### config.mk
export PLATFORM = sky130hd
export DESIGN_NAME = sh3_sharpen
export DESIGN_NICKNAME = d
export VERILOG_FILES = /design/src/hw/rtl/sh3_pkg.sv /design/src/hw/rtl/sh3_sharpen.sv
export SDC_FILE = /design/constraint.sdc
export NUM_CORES = 1
export LEC_CHECK = 0
export BUFFER_PORTS_ARGS = -buffer_cell sky130_fd_sc_hd__buf_2
export CAP_MARGIN = 20
export CORE_AREA = 2 2 147 164
export DETAILED_ROUTE_END_ITERATION = 16
export DIE_AREA = 0 0 149 166
export PLACE_DENSITY = 0.59
export SLEW_MARGIN = 20
export SYNTH_ARGS = -nofsm -noshare
export SYNTH_HDL_FRONTEND = slang
export SYNTH_SLANG_ARGS = --single-unit
### constraint.sdc
create_clock -name vclk -period 5
set_input_delay 0 -clock vclk [all_inputs]
set_output_delay 0 -clock vclk [all_outputs]
set_load 0.02 [all_outputs]
### src/hw/rtl/sh3_pkg.sv
// Shared types, constants and helper functions of the 3x3 RGB sharpen filter.
// Depends on nothing; the top level, sh3_ctrl and sh3_sharpen import it.
`timescale 1ns / 1ps

package sh3_pkg;

   localparam int MAX_WIDTH  = 1024;
   localparam int MAX_HEIGHT = 1024;

   localparam int CFG_W     = 11;                          // register data width
   localparam int CSR_IDX_W = 1;                           // register index width
   localparam int CH_W      = 8;                           // one color component
   localparam int PIX_W     = 3 * CH_W;                    // packed red, green, blue
   localparam int LINE_W    = 2 * PIX_W;                   // {above, current} entry
   localparam int COL_W     = $clog2(MAX_WIDTH);           // column index
   localparam int WID_W     = $clog2(MAX_WIDTH + 1);       // width value 1..MAX_WIDTH
   localparam int HGT_W     = $clog2(MAX_HEIGHT + 1);      // height value, output row
   localparam int ROW_W     = $clog2(MAX_HEIGHT + 2);      // input row incl. flush rows

   localparam int KERNEL_CENTER = 9;
   localparam int CH_MAX        = 255;
   localparam int POS_W         = 12;                      // 9 * 255
   localparam int NEG_W         = 11;                      // 8 * 255
   localparam int DIFF_W        = 13;                      // signed difference

   localparam logic [CSR_IDX_W-1:0] REG_IMAGE_WIDTH  = 1'b0;
   localparam logic [CSR_IDX_W-1:0] REG_IMAGE_HEIGHT = 1'b1;

   localparam logic [CFG_W-1:0] WIDTH_RESET  = 11'd640;
   localparam logic [CFG_W-1:0] HEIGHT_RESET = 11'd480;

   typedef logic [PIX_W-1:0] pix_type;
   typedef pix_type [2:0]    col_type;   // [0] top, [1] middle, [2] bottom
   typedef col_type [2:0]    win_type;   // [0] left, [1] center, [2] right

   // Per-item decisions taken where the item enters, used one stage later.
   typedef struct packed {
      logic have;        // a line entry feeds the window (rows 1..height)
      logic top_above;   // top row comes from the row above (row 2 and later)
      logic bot_pixel;   // bottom row is the incoming pixel (pixel rows)
      logic wr_line;     // the pixel is stored in the line memory
      logic col0;        // first column of a row
      logic edge_emit;   // first column, row 2 on: emit right-edge result
   } ctl_type;

   function automatic logic [WID_W-1:0] clamp_width(input logic [CFG_W-1:0] v);
      if (v == '0) begin
         return WID_W'(1);
      end
      if (int'(v) > MAX_WIDTH) begin
         return WID_W'(MAX_WIDTH);
      end
      return WID_W'(v);
   endfunction

   function automatic logic [HGT_W-1:0] clamp_height(input logic [CFG_W-1:0] v);
      if (v == '0) begin
         return HGT_W'(1);
      end
      if (int'(v) > MAX_HEIGHT) begin
         return HGT_W'(MAX_HEIGHT);
      end
      return HGT_W'(v);
   endfunction

endpackage

### src/hw/rtl/sh3_sharpen.sv
// Combinational 3x3 sharpen kernel on all three color channels with saturation.
// Depends on sh3_pkg for the window and pixel types.
`timescale 1ns / 1ps

module sh3_sharpen (
   input  sh3_pkg::win_type win,
   output sh3_pkg::pix_type result
);
   import sh3_pkg::*;

   logic [NEG_W-1:0]         neg;
   logic [POS_W-1:0]         pos;
   logic signed [DIFF_W-1:0] diff;

   always_comb begin
      result = '0;
      neg    = '0;
      pos    = '0;
      diff   = '0;
      for (int ch = 0; ch < 3; ch++) begin
         // Center weighted by nine, the eight neighbors subtracted.
         neg = '0;
         for (int c = 0; c < 3; c++) begin
            for (int r = 0; r < 3; r++) begin
               if (!(c == 1 && r == 1)) begin
                  neg = neg + NEG_W'(win[c][r][ch*CH_W +: CH_W]);
               end
            end
         end
         pos  = POS_W'(win[1][1][ch*CH_W +: CH_W]) * POS_W'(KERNEL_CENTER);
         diff = $signed({1'b0, pos}) - $signed({2'b00, neg});
         if (diff < 0) begin
            result[ch*CH_W +: CH_W] = '0;
         end else if (diff > DIFF_W'(CH_MAX)) begin
            result[ch*CH_W +: CH_W] = CH_W'(CH_MAX);
         end else begin
            result[ch*CH_W +: CH_W] = diff[CH_W-1:0];
         end
      end
   end

endmodule

==> impl_metrics.toml <==
[placed_design]
gp_congestion = 0.827
detailedPlacementHpwl_um = 15600
number_of_buffers_added_on_ports = 240

[timing]
max_slew_violation_total_from_the_final_report = 0
timing_hold_violations_final = 0
achievable-frequency_ghz = 0.209
finalCritPeriodShare = 0.956
tightestPinTransition_ns = 0.533
fin_setup_tns_ns = 0
setup_viol = 0
maxSlewHeadroom = 0.642
final.min_clock_period_ns = 4.78
rsz0062_at_grt = "false"

[setup_path]
path_max_fanout = 8
timing.critical_path.required_ns = 5.00
crit_type = "in2out"
crit_path_end_kind = "primary output"
timing.critical_path.from_type = "input port"
arrival_ns = 4.78

[global_route]
total_global_routing_overflow = 0
via_count_of_the_first_global_routing_pass = 6224
grt_start_max_net_pins = 11
grt_first_pass_wirelength_um = 27800
antenna_found_initial = 3
groute.usage.overall = 0.134

[job]
drv.max_cap_violation_count = 0

[route]
initialDrtViolationCount = 103
total_wire_length_um = 16100
drt-wirelength-per-cell_um = 11.7
detail_route.vias_per_cell = 4.28
routed-via-count = 5923
route.antenna.remaining_nets = 0
drt_pass1_iterations = 4
drc_errors = 0

[final_layout]
antennaDiodeCount = 0
nets = 1556
final.fill_count = 2441
seq_area_um2 = 0
most_frequent_standard_cell_in_the_layout_excluding_fill_and_tap_cells = "inv_1"
drive_above_1_share = 0.244
numSequentialCells = 0
area_growth_syn_to_layout_pct = 21.1
clkbuf_count = 0
commonest_cells_after_routing_fill_and_taps_aside = "381 x inv_1, 240 x buf_2, 186 x fa_1"

[die]
ios = 240
fp.dieW_um = 149
start_util = 0.324
dieHeight_um = 166
placementRows = 59
dieArea_um2 = 24700
placeableCoreArea_um2 = 23200

[synth]
post_synth.cell_area_avg_um2 = 8.92
synthesized_area_um2 = 7510
syn-num-nets = 1316
yosys_warnings = 0
postSynthCellCount = 842
synth-seq-area-share = 0
synthDistinctLibCells = 58

[run_status]
outcome = "complete, no violations"

[min_path]
min_path_type = "in2out"

[clocking]
post_cts_hold_buffer_count = 0
-- worst max-delay path, cell delays in order --
cell and delay (ns):
buf_2 0.08, inv_1 0.04, fa_1 0.51, fa_1 0.61
fa_1 0.47, fa_1 0.50, inv_1 0.05, fa_1 0.52
inv_1 0.06, ha_1 0.29, a211oi_2 0.25, o21bai_1 0.11
or3b_1 0.39, mux2i_1 0.20, nand3_2 0.21, o31a_1 0.34
buf_2 0.16
-- synth_stat cells, types with 2 or more instances --
master,instances,share of area
mux2i_1,3,0.0040
a211oi_2,2,0.0033
o2111ai_1,3,0.0035
a21o_1,6,0.0060
nor2_1,14,0.0070
xnor2_1,15,0.017
ha_1,72,0.12
a2111oi_0,2,0.0023
maj3_1,3,0.0040
and3_1,5,0.0042
a31oi_1,2,0.0017
nand2b_1,4,0.0033
nor2b_1,4,0.0033
xor2_1,6,0.0070
a21oi_1,34,0.023
o31ai_1,3,0.0030
o21ai_0,8,0.0053
o211ai_1,2,0.0020
inv_1,381,0.19
o21a_1,11,0.011
buf_2,4,0.0027
o31a_1,10,0.012
o21bai_1,2,0.0020
a211oi_1,4,0.0040
a311oi_1,2,0.0023
and2_1,6,0.0050
nand4b_1,2,0.0023
nand4_1,2,0.0017
nand2_1,9,0.0045
nand3_1,8,0.0053
fa_1,186,0.50
-- what timing repair did --
action,4_1_cts,5_1_grt
gates resized for setup,0,2
setup endpoints to repair,0,11
setup buffers,0,1
-- cell type report --
cell class	count	area, um^2	share of cell area
Multi-Input combinational cell	456	6060	0.666
Inverter	381	1430	0.157
Timing Repair Buffer	243	1220	0.135
Tap cell	305	382	0.0419
-- worst paths after layout --
| kind | from | to | cells past startpoint |
|---|---|---|---|
| max | win[122] | result[5] | 17 |
| min | win[96] | result[0] | 4 |
-- routing by layer --
metal / share of wire / track usage / vias up
met5: 0.0020 / 0 / -
met4: 0.00019 / 0 / 6
met3: 0.054 / 0.0115 / 6
met2: 0.53 / 0.254 / 149
met1: 0.41 / 0.177 / 2872
li1: - / - / 2890
-- cell families (layout without fill, tap and decap cells) --
| family | count (synthesis) | after routing | share of synthesized area |
|---|---|---|---|
| buffers and inverters | 386 | 624 | 0.195 |
| adders and majority gates | 261 | 261 | 0.620 |
| AOI/OAI and AO/OA | 106 | 106 | 0.107 |
| and+or+nand+nor | 64 | 64 | 0.0485 |
| xor gates and xnor gates | 21 | 21 | 0.0245 |
| muxes | 4 | 4 | 0.00550 |
-- stage by stage --
stage	hold WS (ns)	utilization	setup slack [ns]	cell area [um^2]	cells
finish	0.554	0.392	0.222	9100	1385
global route	0.594	0.392	0.0153	9100	1385
CTS	0.563	0.392	0.210	9080	1384
detailed placement	0.556	0.392	0.218	9080	1384
global placement	0.555	0.392	0.251	9080	1384
floorplan	0.326	-	0.631	7510	842
Power is not shown: default switching activity piles up to over one toggle a cycle in this logic, so the estimate is an artifact.
