--- src/hw/rtl/sh3_pkg.sv ---
// Shared types, constants and helper functions of the 3x3 RGB sharpen filter.
// Depends on nothing; the top level, sh3_ctrl and sh3_sharpen import it.
`timescale 1ns / 1ps

package sh3_pkg;

   localparam int MAX_WIDTH  = 1024;
   localparam int MAX_HEIGHT = 1024;

   localparam int CFG_W     = 11;                          // register data width
   localparam int CSR_IDX_W = 1;                           // register index width
   localparam int CH_W      = 8;                           // one color component
   localparam int PIX_W     = 3 * CH_W;                    // packed red, green, blue
   localparam int LINE_W    = 2 * PIX_W;                   // {above, current} entry
   localparam int COL_W     = $clog2(MAX_WIDTH);           // column index
   localparam int WID_W     = $clog2(MAX_WIDTH + 1);       // width value 1..MAX_WIDTH
   localparam int HGT_W     = $clog2(MAX_HEIGHT + 1);      // height value, output row
   localparam int ROW_W     = $clog2(MAX_HEIGHT + 2);      // input row incl. flush rows

   localparam int KERNEL_CENTER = 9;
   localparam int CH_MAX        = 255;
   localparam int POS_W         = 12;                      // 9 * 255
   localparam int NEG_W         = 11;                      // 8 * 255
   localparam int DIFF_W        = 13;                      // signed difference

   localparam logic [CSR_IDX_W-1:0] REG_IMAGE_WIDTH  = 1'b0;
   localparam logic [CSR_IDX_W-1:0] REG_IMAGE_HEIGHT = 1'b1;

   localparam logic [CFG_W-1:0] WIDTH_RESET  = 11'd640;
   localparam logic [CFG_W-1:0] HEIGHT_RESET = 11'd480;

   typedef logic [PIX_W-1:0] pix_type;
   typedef pix_type [2:0]    col_type;   // [0] top, [1] middle, [2] bottom
   typedef col_type [2:0]    win_type;   // [0] left, [1] center, [2] right

   // Per-item decisions taken where the item enters, used one stage later.
   typedef struct packed {
      logic have;        // a line entry feeds the window (rows 1..height)
      logic top_above;   // top row comes from the row above (row 2 and later)
      logic bot_pixel;   // bottom row is the incoming pixel (pixel rows)
      logic wr_line;     // the pixel is stored in the line memory
      logic col0;        // first column of a row
      logic edge_emit;   // first column, row 2 on: emit right-edge result
   } ctl_type;

   function automatic logic [WID_W-1:0] clamp_width(input logic [CFG_W-1:0] v);
      if (v == '0) begin
         return WID_W'(1);
      end
      if (int'(v) > MAX_WIDTH) begin
         return WID_W'(MAX_WIDTH);
      end
      return WID_W'(v);
   endfunction

   function automatic logic [HGT_W-1:0] clamp_height(input logic [CFG_W-1:0] v);
      if (v == '0) begin
         return HGT_W'(1);
      end
      if (int'(v) > MAX_HEIGHT) begin
         return HGT_W'(MAX_HEIGHT);
      end
      return HGT_W'(v);
   endfunction

endpackage

--- src/hw/rtl/sh3_ctrl.sv ---
// Input position tracking: column and row of the next item, flush handling and
// the per-item control decisions. Depends on sh3_pkg.
`timescale 1ns / 1ps

module sh3_ctrl (
   input  logic                      clock,
   input  logic                      reset,
   input  logic                      restart,
   input  logic                      advance,
   input  logic                      flush,
   input  logic [sh3_pkg::WID_W-1:0] w_eff,
   input  logic [sh3_pkg::HGT_W-1:0] h_eff,
   output logic                      keep,
   output logic [sh3_pkg::COL_W-1:0] rd_addr,
   output sh3_pkg::ctl_type          ctl
);
   import sh3_pkg::*;

   logic [COL_W-1:0] col_ff, col_in;
   logic [ROW_W-1:0] row_ff, row_in;
   logic             pixel_row;
   logic             frame_end;
   logic             last_col;

   assign pixel_row = row_ff < ROW_W'(h_eff);
   assign frame_end = row_ff > ROW_W'(h_eff);
   assign last_col  = (WID_W'(col_ff) + WID_W'(1)) == w_eff;

   // A flush item while pixels are still expected changes nothing.
   assign keep    = !(pixel_row && flush);
   assign rd_addr = col_ff;

   always_comb begin
      ctl.have      = (row_ff != '0) && (row_ff <= ROW_W'(h_eff));
      ctl.top_above = row_ff >= ROW_W'(2);
      ctl.bot_pixel = pixel_row;
      ctl.wr_line   = pixel_row;
      ctl.col0      = col_ff == '0;
      ctl.edge_emit = (col_ff == '0) && (row_ff >= ROW_W'(2));
   end

   always_comb begin
      col_in = col_ff;
      row_in = row_ff;
      if (restart) begin
         col_in = '0;
         row_in = '0;
      end else if (advance && keep) begin
         if (frame_end) begin
            col_in = '0;
            row_in = '0;
         end else if (last_col) begin
            col_in = '0;
            row_in = row_ff + ROW_W'(1);
         end else begin
            col_in = col_ff + COL_W'(1);
         end
      end
   end

   always_ff @(posedge clock) begin
      if (reset) begin
         col_ff <= '0;
         row_ff <= '0;
      end else begin
         col_ff <= col_in;
         row_ff <= row_in;
      end
   end

endmodule
--- config.mk ---
export PLATFORM = sky130hd
export DESIGN_NAME = sh3_ctrl
export DESIGN_NICKNAME = d
export VERILOG_FILES = /design/src/hw/rtl/sh3_pkg.sv /design/src/hw/rtl/sh3_ctrl.sv
export SDC_FILE = /design/constraint.sdc
export NUM_CORES = 1
export LEC_CHECK = 0
export BUFFER_PORTS_ARGS = -buffer_cell sky130_fd_sc_hd__buf_2
export CORE_MARGIN = 10
export CORE_UTILIZATION = 30
export DETAILED_ROUTE_END_ITERATION = 7
export GPL_ROUTABILITY_DRIVEN = 0
export PLACE_DENSITY = 0.55
export REMOVE_ABC_BUFFERS = 1
export SETUP_SLACK_MARGIN = 0.3
export SLEW_MARGIN = 20
export SYNTH_ARGS = -nofsm -noshare
export SYNTH_HDL_FRONTEND = slang
export SYNTH_SLANG_ARGS = --single-unit
--- constraint.sdc ---
create_clock -name clock -period 4.8 [get_ports clock]
set_input_delay 0.72 -clock clock [delete_from_list [all_inputs] [get_ports clock]]
set_output_delay 0.72 -clock clock [all_outputs]
set_load 0.005 [all_outputs]
==> results by group, run 1 <==
Setup path
  • Req. time, crit path: approximately 5 ns
  • Max FO, Critical Path: 17
  • WS Path Type: reg2reg
  • Reg-to-reg slack, setup: 1.41 ns
  • Crit path DAT: 3.54 ns
  • Crit end category: flip-flop
  • Nature of the critical path startpoint: flip-flop
  • FF-to-FF path depth: 9

Logic synthesis
  • Top_reg_cell synth: dfxtp_1
  • Gate Count Post-Synth: ~290
  • Async S/R FF share, synth: 0%
  • YS warnings: 0
  • Post-synthesis sequential area ratio: 20.1%
  • Mapped Avg Cell Area: around 7.3 um2
  • Number of synthesized flops with an enable pin: 0
  • Post-synth cell types: 48
  • Synthesis-stage register bit count: 21
  • Synthesized cell area: about 0.0021 mm2

Routing
  • Via Count: 2168
  • Detail Route Antenna Nets: 0
  • Drt wl/cell: 14.7 um
  • Vias per cell: 5.30
  • Router iterations before antenna repair: 5
  • Detailed Route Iter0 Violations: 91
  • DR DRC count: 0
  • Routed Wire Length: 6.01 mm

Placed design
  • Dpl hpwl: around 4.6 mm
  • I/O Buffers: 43
  • Inst Count DP: 405

Clock tree
  • Number of buffers created by CTS: 3
  • Max Root-Sink Buffers: 2
  • Hold_buf cts: 0
  • Htree depth: 1
  • Clk root buf: clkbuf_8
  • Clk sinks: 21
  • Resized cells post-CTS: 0
  • CTS clk-pin slew, worst paths: approximately 0.08 ns
  • Postcts setup bufs: 0
  • Clk Latency, worst-skew pair: 0.27 ns
  • CTS tree: yes

Power
  • Power share of the clock group: 35.4%
  • Logic pwr share: 15.1%
  • Leak: 0.982 nW
  • Psw: 0.0000997 W
  • Share of power burned in registers: 49.5%
  • PD cells: 148 mW/mm2
  • Pint: 0.000254 W
  • Max rail drop VDD: 0.0776 mV
  • Net Sw Frac: roughly 28%

Floorplan
  • Starting Density: 30.7%
  • Die footprint: 0.0107 mm2
  • I/O pin count: 44
  • Die width: 103 um
  • Die height: just over 100 um
  • Cell Rows: 30
  • Placeable Area: between 0.006 and 0.007 mm2

Flow run
  • Max cap viols: 0

GRT
  • Global routing usage on met3: 2.79%
  • Met1 Use GR: ~16%
  • Vias in the first global route: 2131
  • Met2 GRT Util: between 10% and 20%
  • Total gr overflow: 0
  • Global Route Usage Sum: 11.7%
  • Antenna violations before repair: 0
  • GRT busiest layer: met2
  • Global-route wire length before repair: ~10 mm
  • Largest net degree at the start of global routing: 28

STA
  • Setup_tns: 0 ns
  • Final Slew Violations: 0
  • Final Hold Fails: 0
  • Clk_skew: 0.0134 ns
  • Fmax: 295 MHz
  • Final worst path period need: between 3 and 4 ns
  • RSZ-0062 raised after global routing: false
  • Tcrit/Tclk final: 70.6%
  • Relative slew slack: ~33%
  • Endpoints failing setup: 0
  • Tightest Pin Transition: 0.998 ns

Status
  • Status: completed

Finish
  • Final Non-Filler Cells: 409
  • Layout cells sized above 1: 19.8%
  • Area Growth Syn to Fin: 14.4%
  • N_diodes: 0
  • Commonest non-fill, non-tap cells in the layout: buf_2 (43), nand3_1 (29), nand2_1 (22), dfxtp_1 (21)
  • Most common cell after layout, fill and taps aside: buf_2
  • Final net count: 357

Hold path
  • Worst Hold Depth: 2
  • Hold crit path type: reg2reg
-- cell usage after synthesis (2+ instances only) --
cell | count | area [um2]
ha_1 | 16 | 200
xnor2_1 | 5 | 43.8
buf_4 | 3 | 22.5
o21ai_0 | 3 | 15.0
or4_1 | 3 | 22.5
and3_1 | 5 | 31.3
a21oi_1 | 10 | 50.1
nand3b_1 | 3 | 22.5
nand4b_1 | 2 | 17.5
and2_1 | 2 | 12.5
nand3_1 | 29 | 145
nor3_1 | 16 | 80.1
nand2b_1 | 3 | 18.8
o31ai_1 | 2 | 15.0
nor2b_1 | 3 | 18.8
inv_1 | 18 | 67.6
xor2_1 | 5 | 43.8
clkbuf_1 | 13 | 48.8
o211ai_1 | 10 | 75.1
dfxtp_1 | 21 | 420
or2_2 | 2 | 12.5
a21o_1 | 3 | 22.5
or3_1 | 8 | 50.1
o21a_1 | 2 | 15.0
a32oi_1 | 4 | 35.0
nand4_1 | 10 | 62.6
and3b_1 | 2 | 17.5
o2111ai_1 | 2 | 17.5
nor2_1 | 19 | 71.3
nand2_1 | 22 | 82.6
a211o_1 | 3 | 26.3
a311o_1 | 6 | 60.1
buf_2 | 7 | 35.0
mux2i_1 | 3 | 30.0
a31oi_1 | 5 | 31.3
nor4_1 | 4 | 25.0
-- per-layer routing --
metal	up-vias	part of all wire, %
met2	65	44
met3	6	7.7
met1	988	48
met4	0	0.80
li1	1109	-
met5	-	0
-- power groups by stage --
stage | clock (W) | combinational [W] | sequential [W]
final | 0.000125 | 0.0000535 | 0.000175
after CTS | 0.000128 | 0.0000544 | 0.000175
after global placement | 0 | 0.0000535 | 0.000179
after detailed placement | 0 | 0.0000540 | 0.000179
after global routing | 0.000137 | 0.0000607 | 0.000175
after floorplan | 0 | 0.0000296 | 0.000179
-- worst paths after layout --
path,start,end
min reg2reg,row_ff[10]$_SDFFE_PP0P_,row_ff[10]$_SDFFE_PP0P_
max reg2reg,rd_addr[0]$_SDFFE_PP0P_,rd_addr[3]$_SDFFE_PP0P_
min,row_ff[10]$_SDFFE_PP0P_,row_ff[10]$_SDFFE_PP0P_
max,rd_addr[0]$_SDFFE_PP0P_,rd_addr[3]$_SDFFE_PP0P_
-- kinds of logic after synthesis --
family                   after synthesis  synth area share, %
AND/OR/NAND/NOR                      140                 36.6
AO/OA/AOI/OAI                         53                 18.6
buffers and inverters                 42                 8.87
flip-flops                            21                 20.1
adder cells (fa/ha/maj)               16                 9.59
XOR/XNOR                              10                 4.20
multiplexers                           4                 1.98
-- metrics by stage --
step	util, %	power [W]	hold WS [ns]	area (um2)	worst slack [ns]
6_report	35.2	0.000354	0.550	2390	1.41
3_3_place_gp	34.5	0.000233	0.514	2340	1.51
2_1_floorplan	-	0.000209	0.495	1970	0.926
5_1_grt	35.2	0.000373	0.585	2390	1.12
3_5_place_dp	34.5	0.000233	0.536	2340	1.37
4_1_cts	35.2	0.000358	0.546	2390	1.36
-- registers in the layout (all words and copies together) (netlist names) --
name,flops
rd_addr,10
row_ff,11
-- layout make-up --
| type | count | area (um2) |
|---|---|---|
| Clock inverter | 1 | 5.00 |
| Multi-Input combinational cell | 223 | 1490 |
| Tap cell | 96 | 120 |
| Timing Repair Buffer | 47 | 245 |
| Fill cell | 733 | 4410 |
| Inverter | 18 | 67.6 |
| Sequential cell | 21 | 420 |
| Clock buffer | 3 | 41.3 |
-- critical path: stages (launching register included) --
cell     delay, ns
dfxtp_1       0.47
ha_1          0.32
nand3_1       0.22
or3_1         0.47
xnor2_1       0.16
nor4_2        0.32
nor3b_2       0.59
buf_4         0.33
nor3_1        0.08
a311o_1       0.33
(Power assumes the default switching activity.)
==> run 2, diff against run 1 <==
--- a/config.mk
+++ b/config.mk
@@ -10,7 +10,7 @@
 export CORE_UTILIZATION = 30
 export DETAILED_ROUTE_END_ITERATION = 7
 export GPL_ROUTABILITY_DRIVEN = 0
-export PLACE_DENSITY = 0.55
+export PLACE_DENSITY = 0.57
 export REMOVE_ABC_BUFFERS = 1
 export SETUP_SLACK_MARGIN = 0.3
 export SLEW_MARGIN = 20
==> constraint.sdc (replaced) <==
create_clock -name clock -period 3 [get_ports clock]
set_input_delay 0.45 -clock clock [delete_from_list [all_inputs] [get_ports clock]]
set_output_delay 0.45 -clock clock [all_outputs]
set_load 0.005 [all_outputs]
==> run 2 against run 1 <==
Against the previous run:
- register-to-register slack lost 1.0 ns
- final cell count grew 4.4%
- global-route usage grew 0.38 points
- worst hold slack lost 0.015 ns
- combinational power grew 76%
- critical path depth shrank 1
- via count grew 2.4%
- sequential power grew 59%
- clock power grew 59%
- sequential cell count is the same
- non-clock buffer count grew 18
- critical path type unchanged
- largest cell class unchanged
==> results by group, run 2 (synthesis gave the netlist of run 1 again) <==
Status
  • Status: completed

Clock tree
  • Htree depth: 1 (unchanged)
  • Clk root buf: clkbuf_8
  • Clk sinks: 21 (unchanged)
  • CTS tree: yes
  • Clk Latency, worst-skew pair: 0.27 ns (about the same)
  • Number of buffers created by CTS: 3 (unchanged)
  • CTS clk-pin slew, worst paths: 0.09 ns (about the same)
  • Max Root-Sink Buffers: 2 (unchanged)
  • Hold_buf cts: 0 (unchanged)

Floorplan
  • Placeable Area: 0.00679 mm2 (unchanged)
  • Starting Density: 30.7% (unchanged)
  • Cell Rows: 30 (unchanged)
  • Die footprint: 0.0107 mm2 (unchanged)
  • Die width: 103 um (unchanged)
  • I/O pin count: 44 (unchanged)
  • Die height: 103 um (unchanged)

Finish
  • Final net count: 375 (+5.0%)
  • Largest Register: row_ff
  • Layout cells sized above 1: 29.3% (+9.5 points)
  • Final Non-Filler Cells: 427 (+4.4%)
  • Final core occ: 38.4% (+3.2 points)
  • Most common cell after layout, fill and taps aside: buf_2
  • Max reg flops: 11 (unchanged)
  • N_diodes: 0 (unchanged)
  • Commonest non-fill, non-tap cells in the layout: buf_2 (43), nand3_1 (28), nand2_1 (22), buf_4 (22)
  • Area Growth Syn to Fin: 24.9%

Routing
  • Routed Wire Length: 6.47 mm (+7.6%)
  • Detailed Route Iter0 Violations: 102 (+12%)
  • DR DRC count: 0 (unchanged)
  • Vias per cell: 5.20 (-1.9%)
  • Detail Route Antenna Nets: 0 (unchanged)
  • Drt wl/cell: 15.2 um (+3.0%)
  • Router iterations before antenna repair: 4 (-1)
  • Via Count: 2221 (+2.4%)

STA
  • Relative slew slack: 65.6% (+32 points)
  • Final Hold Fails: 0 (unchanged)
  • RSZ-0062 raised after global routing: true
  • Final Slew Violations: 0 (unchanged)
  • Clk_skew: 0.00170 ns (-0.0117 ns)
  • Tightest Pin Transition: 0.515 ns (-0.483 ns)
  • Tcrit/Tclk final: 86.6% (+16 points)
  • Final worst path period need: 2.60 ns (-0.789 ns)
  • Fmax: 385 MHz (+30%)
  • Setup_tns: 0 ns (unchanged)
  • Endpoints failing setup: 0 (unchanged)

Setup path
  • Reg-to-reg slack, setup: 0.40 ns (-1.01 ns)
  • RR Startpoint: rd_addr[0]$_SDFFE_PP0P_
  • Req. time, crit path: 3.20 ns (-1.75 ns)
  • Crit end category: flip-flop
  • WS Path Type: reg2reg
  • Launch point of the worst path: rd_addr[0]$_SDFFE_PP0P_
  • Crit path DAT: 2.80 ns (-0.74 ns)
  • Nature of the critical path startpoint: flip-flop
  • Max FO, Critical Path: 5 (-12)

Flow run
  • Max cap viols: 0 (unchanged)

GRT
  • Global-route wire length before repair: 10.6 mm (+2.5%)
  • Global Route Usage Sum: 12.1% (+0.38 points)
  • Vias in the first global route: 2164 (+1.5%)
  • Antenna violations before repair: 0 (unchanged)
  • Largest net degree at the start of global routing: 41 (+46%)
  • Total gr overflow: 0 (unchanged)

Hold path
  • Min-delay src: row_ff[0]$_SDFFE_PP0P_
  • Hold crit path type: reg2reg

Placed design
  • Dpl hpwl: 4.75 mm (+4.4%)
  • Inst Count DP: 421 (+4.0%)
  • I/O Buffers: 43 (unchanged)

Power
  • Max rail drop VDD: 0.132 mV (+70%)
  • PD cells: 219 mW/mm2 (+48%)
  • Leak: 1.08 nW (+10%)
-- run 2: cell types whose count changed in the layout (fill, tap and decap cells not counted), sizes merged --
cell,delta
buf,+18
-- run 2: timing repair --
action                                  in CTS  in global routing
endpoints found under the setup margin       3                  8
buffers inserted                             0                  2
pin swaps                                    1                  2
gates resized for setup                      4                 16
-- run 2: layer usage --
layer | GRT usage [%] | routed length [um]
met5 | 0 | 0
met2 | 19.8 | 3040
met1 | 15.5 | 2870
met3 | 3.26 | 451
met4 | 2.89 | 108
-- run 2: stage by stage --
stage | power (W) | instance area, um2 | hold slack (ns) | setup slack [ns]
floorplan | 0.000334 | 1970 | 0.495 | -0.604
global placement | 0.000376 | 2460 | 0.513 | 0.280
detailed placement | 0.000376 | 2460 | 0.526 | 0.187
CTS | 0.000578 | 2510 | 0.527 | 0.280
global route | 0.000608 | 2610 | 0.576 | 0.261
finish | 0.000572 | 2610 | 0.535 | 0.401
-- run 2: report_power, final --
| group | switching, W | internal [W] |
|---|---|---|
| combinational | 0.0000552 | 0.0000392 |
| sequential | 0.00000111 | 0.000278 |
| clock | 0.000106 | 0.0000929 |
-- run 2: critical path, cell delays in order, from the launching register on --
cell and delay, ns:
dfxtp_4 0.40, ha_4 0.15, nand3_2 0.08, or3_4 0.35, xnor2_1 0.15, nor4_2 0.29
or3b_4 0.44, or4_1 0.50, a31oi_1 0.17
-- run 2: path summary, 6_finish.rpt --
| kind | to | cells past startpoint |
|---|---|---|
| setup / recovery | row_ff[7]$_SDFFE_PP0P_ | 8 |
| hold / removal | row_ff[0]$_SDFFE_PP0P_ | 2 |
| setup reg to reg | row_ff[7]$_SDFFE_PP0P_ | 8 |
| hold reg to reg | row_ff[0]$_SDFFE_PP0P_ | 2 |
-- run 2: layout make-up --
class	count	area [um2]
well taps	96	120
fillers	711	4190
repair buffers	65	380
clock buffers	3	41.3
inverters	18	67.6
clock inverters	1	5.00
flip-flops and latches	21	432
multi-input cells	223	1560
==> run 3, diff against run 2 <==
--- a/config.mk
+++ b/config.mk
@@ -10,7 +10,9 @@
 export CORE_UTILIZATION = 30
 export DETAILED_ROUTE_END_ITERATION = 7
 export GPL_ROUTABILITY_DRIVEN = 0
+export GPL_TIMING_DRIVEN = 0
 export PLACE_DENSITY = 0.57
+export RECOVER_POWER = 50
 export REMOVE_ABC_BUFFERS = 1
 export SETUP_SLACK_MARGIN = 0.3
 export SLEW_MARGIN = 20
==> run 3 against run 2 <==
Against the previous run:
- non-clock buffer count down 9
- critical path depth unchanged
- first-iteration DRC count up 53%
- sequential share of layout area down 0.19 points
- combinational power up 9%
- setup slack worse by 0.13 ns
- via count up 3.2%
- die area unchanged
- register-to-register slack worse by 0.13 ns
==> results by group, run 3 (synthesis gave the netlist of run 1 again) <==
Clock tree
  • Clk root buf: clkbuf_8
  • Max Root-Sink Buffers: 2 (unchanged)
  • CTS tree: yes
  • Number of buffers created by CTS: 3 (unchanged)
  • Clk sinks: 21 (unchanged)
  • CTS clk-pin slew, worst paths: 0.09 ns (about the same)
  • Clk Latency, worst-skew pair: 0.27 ns (about the same)
  • Hold_buf cts: 0 (unchanged)
  • Htree depth: 1 (unchanged)

STA
  • Endpoints failing setup: 0 (unchanged)
  • Fmax: 367 MHz (-4.7%)
  • Final worst path period need: 2.73 ns (+0.127 ns)
  • Clk_skew: 0.00147 ns (-0.000233 ns)
  • Final Hold Fails: 0 (unchanged)
  • Tightest Pin Transition: 0.568 ns (+0.0535 ns)
  • RSZ-0062 raised after global routing: true
  • Final Slew Violations: 0 (unchanged)
  • Tcrit/Tclk final: 90.9% (+4.2 points)
  • Relative slew slack: 62.0% (-3.7 points)

Finish
  • Most common cell after layout, fill and taps aside: buf_2
  • Final net count: 368 (-1.9%)
  • Seq. cell area: 435 um2 (+0.87%)
  • Layout cells sized above 1: 26.5% (-2.8 points)
  • Max reg flops: 11 (unchanged)
  • FILL cells: 717 (+0.84%)
  • N_diodes: 0 (unchanged)
  • Area Growth Syn to Fin: 27.5%
  • Commonest non-fill, non-tap cells in the layout: buf_2 (36), nand3_1 (28), nand2_1 (22), inv_1 (17), nor2_1 (17)
  • Area taken by multi-input logic gates: 0.00165 mm2 (+5.6%)
  • Final Non-Filler Cells: 420 (-1.6%)
  • Largest Register: row_ff

Setup path
  • Nature of the critical path startpoint: flip-flop
  • Slowest stage delay, CP: 0.55 ns (+0.05 ns)
  • RR Startpoint: rd_addr[4]$_SDFFE_PP0P_
  • Slowest cell on crit path: dfxtp_1
  • Crit end category: flip-flop
  • WS Path Type: reg2reg
  • Critical Path End: row_ff[2]$_SDFFE_PP0P_
  • Req. time, crit path: 3.20 ns (about the same)
  • Critical-path cell list: nand2_1 > or3_4 > xnor2_4 > nor4_2 > buf_4 > or3b_4 > or4_1 > a31oi_1
  • Reg-to-reg slack, setup: 0.27 ns (-0.13 ns)
  • FF-to-FF path depth: 8 (unchanged)
  • Launch point of the worst path: rd_addr[4]$_SDFFE_PP0P_
  • Max FO, Critical Path: 10 (+5)
  • Crit path DAT: 2.93 ns (+0.13 ns)
  • Reg2reg end: row_ff[2]$_SDFFE_PP0P_

GRT
  • Global-route wire length before repair: 11.2 mm (+5.5%)
  • Antenna violations before repair: 0 (unchanged)
  • Largest net degree at the start of global routing: 24 (-41%)
  • Total gr overflow: 0 (unchanged)
  • Global Route Usage Sum: 12.7% (+0.62 points)
  • Vias in the first global route: 2275 (+5.1%)

Flow run
  • Max cap viols: 0 (unchanged)

Routing
  • Routed Wire Length: 6.64 mm (+2.6%)
  • Detail Route Antenna Nets: 0 (unchanged)
  • Vias per cell: 5.46 (+4.9%)
  • Detailed Route Iter0 Violations: 156 (+53%)
  • Drt wl/cell: 15.8 um (+4.3%)
  • DR DRC count: 0 (unchanged)
  • Via Count: 2292 (+3.2%)
  • Router iterations before antenna repair: 4 (unchanged)

Placed design
  • I/O Buffers: 43 (unchanged)
  • Dpl hpwl: 4.52 mm (-4.7%)
  • Inst Count DP: 403 (-4.3%)

Power
  • Max rail drop VDD: 0.148 mV (+13%)
  • Leak: 1.06 nW (-2.2%)
  • PD cells: 219 mW/mm2 (about the same)
  • Tot Pwr: 0.000583 W (+2.0%)

Floorplan
  • Cell Rows: 30 (unchanged)
  • Die footprint: 0.0107 mm2 (unchanged)
  • Starting Density: 30.7% (unchanged)
  • Die height: 103 um (unchanged)
  • I/O pin count: 44 (unchanged)
  • Die width: 103 um (unchanged)
  • Placeable Area: 0.00679 mm2 (unchanged)

Status
  • Status: completed

Hold path
  • Hold crit path type: reg2reg
## run 3: how the worst min path moves through the flow
stage | from | endpoint | slack, ns | cells after the start
floorplan | row_ff[0]$_SDFFE_PP0P_ | row_ff[0]$_SDFFE_PP0P_ | 0.49 | 2
global placement | row_ff[0]$_SDFFE_PP0P_ | row_ff[0]$_SDFFE_PP0P_ | 0.51 | 2
detailed placement | row_ff[0]$_SDFFE_PP0P_ | row_ff[0]$_SDFFE_PP0P_ | 0.52 | 2
CTS | rd_addr[1]$_SDFFE_PP0P_ | rd_addr[1]$_SDFFE_PP0P_ | 0.53 | 2
global route | rd_addr[1]$_SDFFE_PP0P_ | rd_addr[1]$_SDFFE_PP0P_ | 0.56 | 2
finish | rd_addr[1]$_SDFFE_PP0P_ | rd_addr[1]$_SDFFE_PP0P_ | 0.54 | 2
## run 3: stage by stage
| step | setup TNS, ns | setup WS, ns | cell area [um2] | util (%) | hold slack, ns |
|---|---|---|---|---|---|
| CTS | 0 | 0.305 | 2600 | 38.2 | 0.534 |
| detailed placement | -7.10 | -0.570 | 2380 | 35.0 | 0.524 |
| floorplan | -10.61 | -0.604 | 1970 | - | 0.495 |
| global placement | -42.78 | -2.34 | 2300 | 33.9 | 0.511 |
| global route | 0 | 0.148 | 2660 | 39.2 | 0.562 |
| finish | 0 | 0.274 | 2660 | 39.2 | 0.536 |
## run 3: power by group
| part | leakage, nW | switching (W) | internal, W |
|---|---|---|---|
| combinational | 0.865 | 0.0000598 | 0.0000437 |
| sequential | 0.173 | 0.00000115 | 0.000277 |
| clock | 0.0228 | 0.000107 | 0.0000951 |
| total | 1.06 | 0.000168 | 0.000415 |
## run 3: final cells by class
cell class              instances  share of cell area (%)
clock buffers                   4                    1.69
inverters                      18                    2.54
multi-input cells             225                    61.9
flip-flops and latches         21                    16.4
well taps                      96                    4.52
repair buffers                 56                    12.9
## run 3: timing repair
| action | in CTS | in global routing |
|---|---|---|
| gates resized for setup | 26 | 8 |
| pin swaps | 7 | 6 |
| setup buffers | 8 | 3 |
| endpoints found under the setup margin | 22 | 19 |
| cloned | 1 | 1 |
## run 3: per-layer routing
| layer | vias up | part of all wire (%) | GRT usage, % |
|---|---|---|---|
| met5 | - | 0 | 0 |
| met3 | 9 | 8.1 | 3.12 |
| met4 | 0 | 0.89 | 4.06 |
| li1 | 1139 | - | - |
| met2 | 76 | 47 | 20.6 |
| met1 | 1068 | 44 | 16.3 |
## run 3: worst max-delay path, delay by kind of cell (launching register included)
family | cells | cell delay [ns]
AO/OA/AOI/OAI | 1 | 0.16
AND/OR/NAND/NOR | 5 | 1.62
flip-flops | 1 | 0.55
buffers and inverters | 1 | 0.15
XOR/XNOR | 1 | 0.17
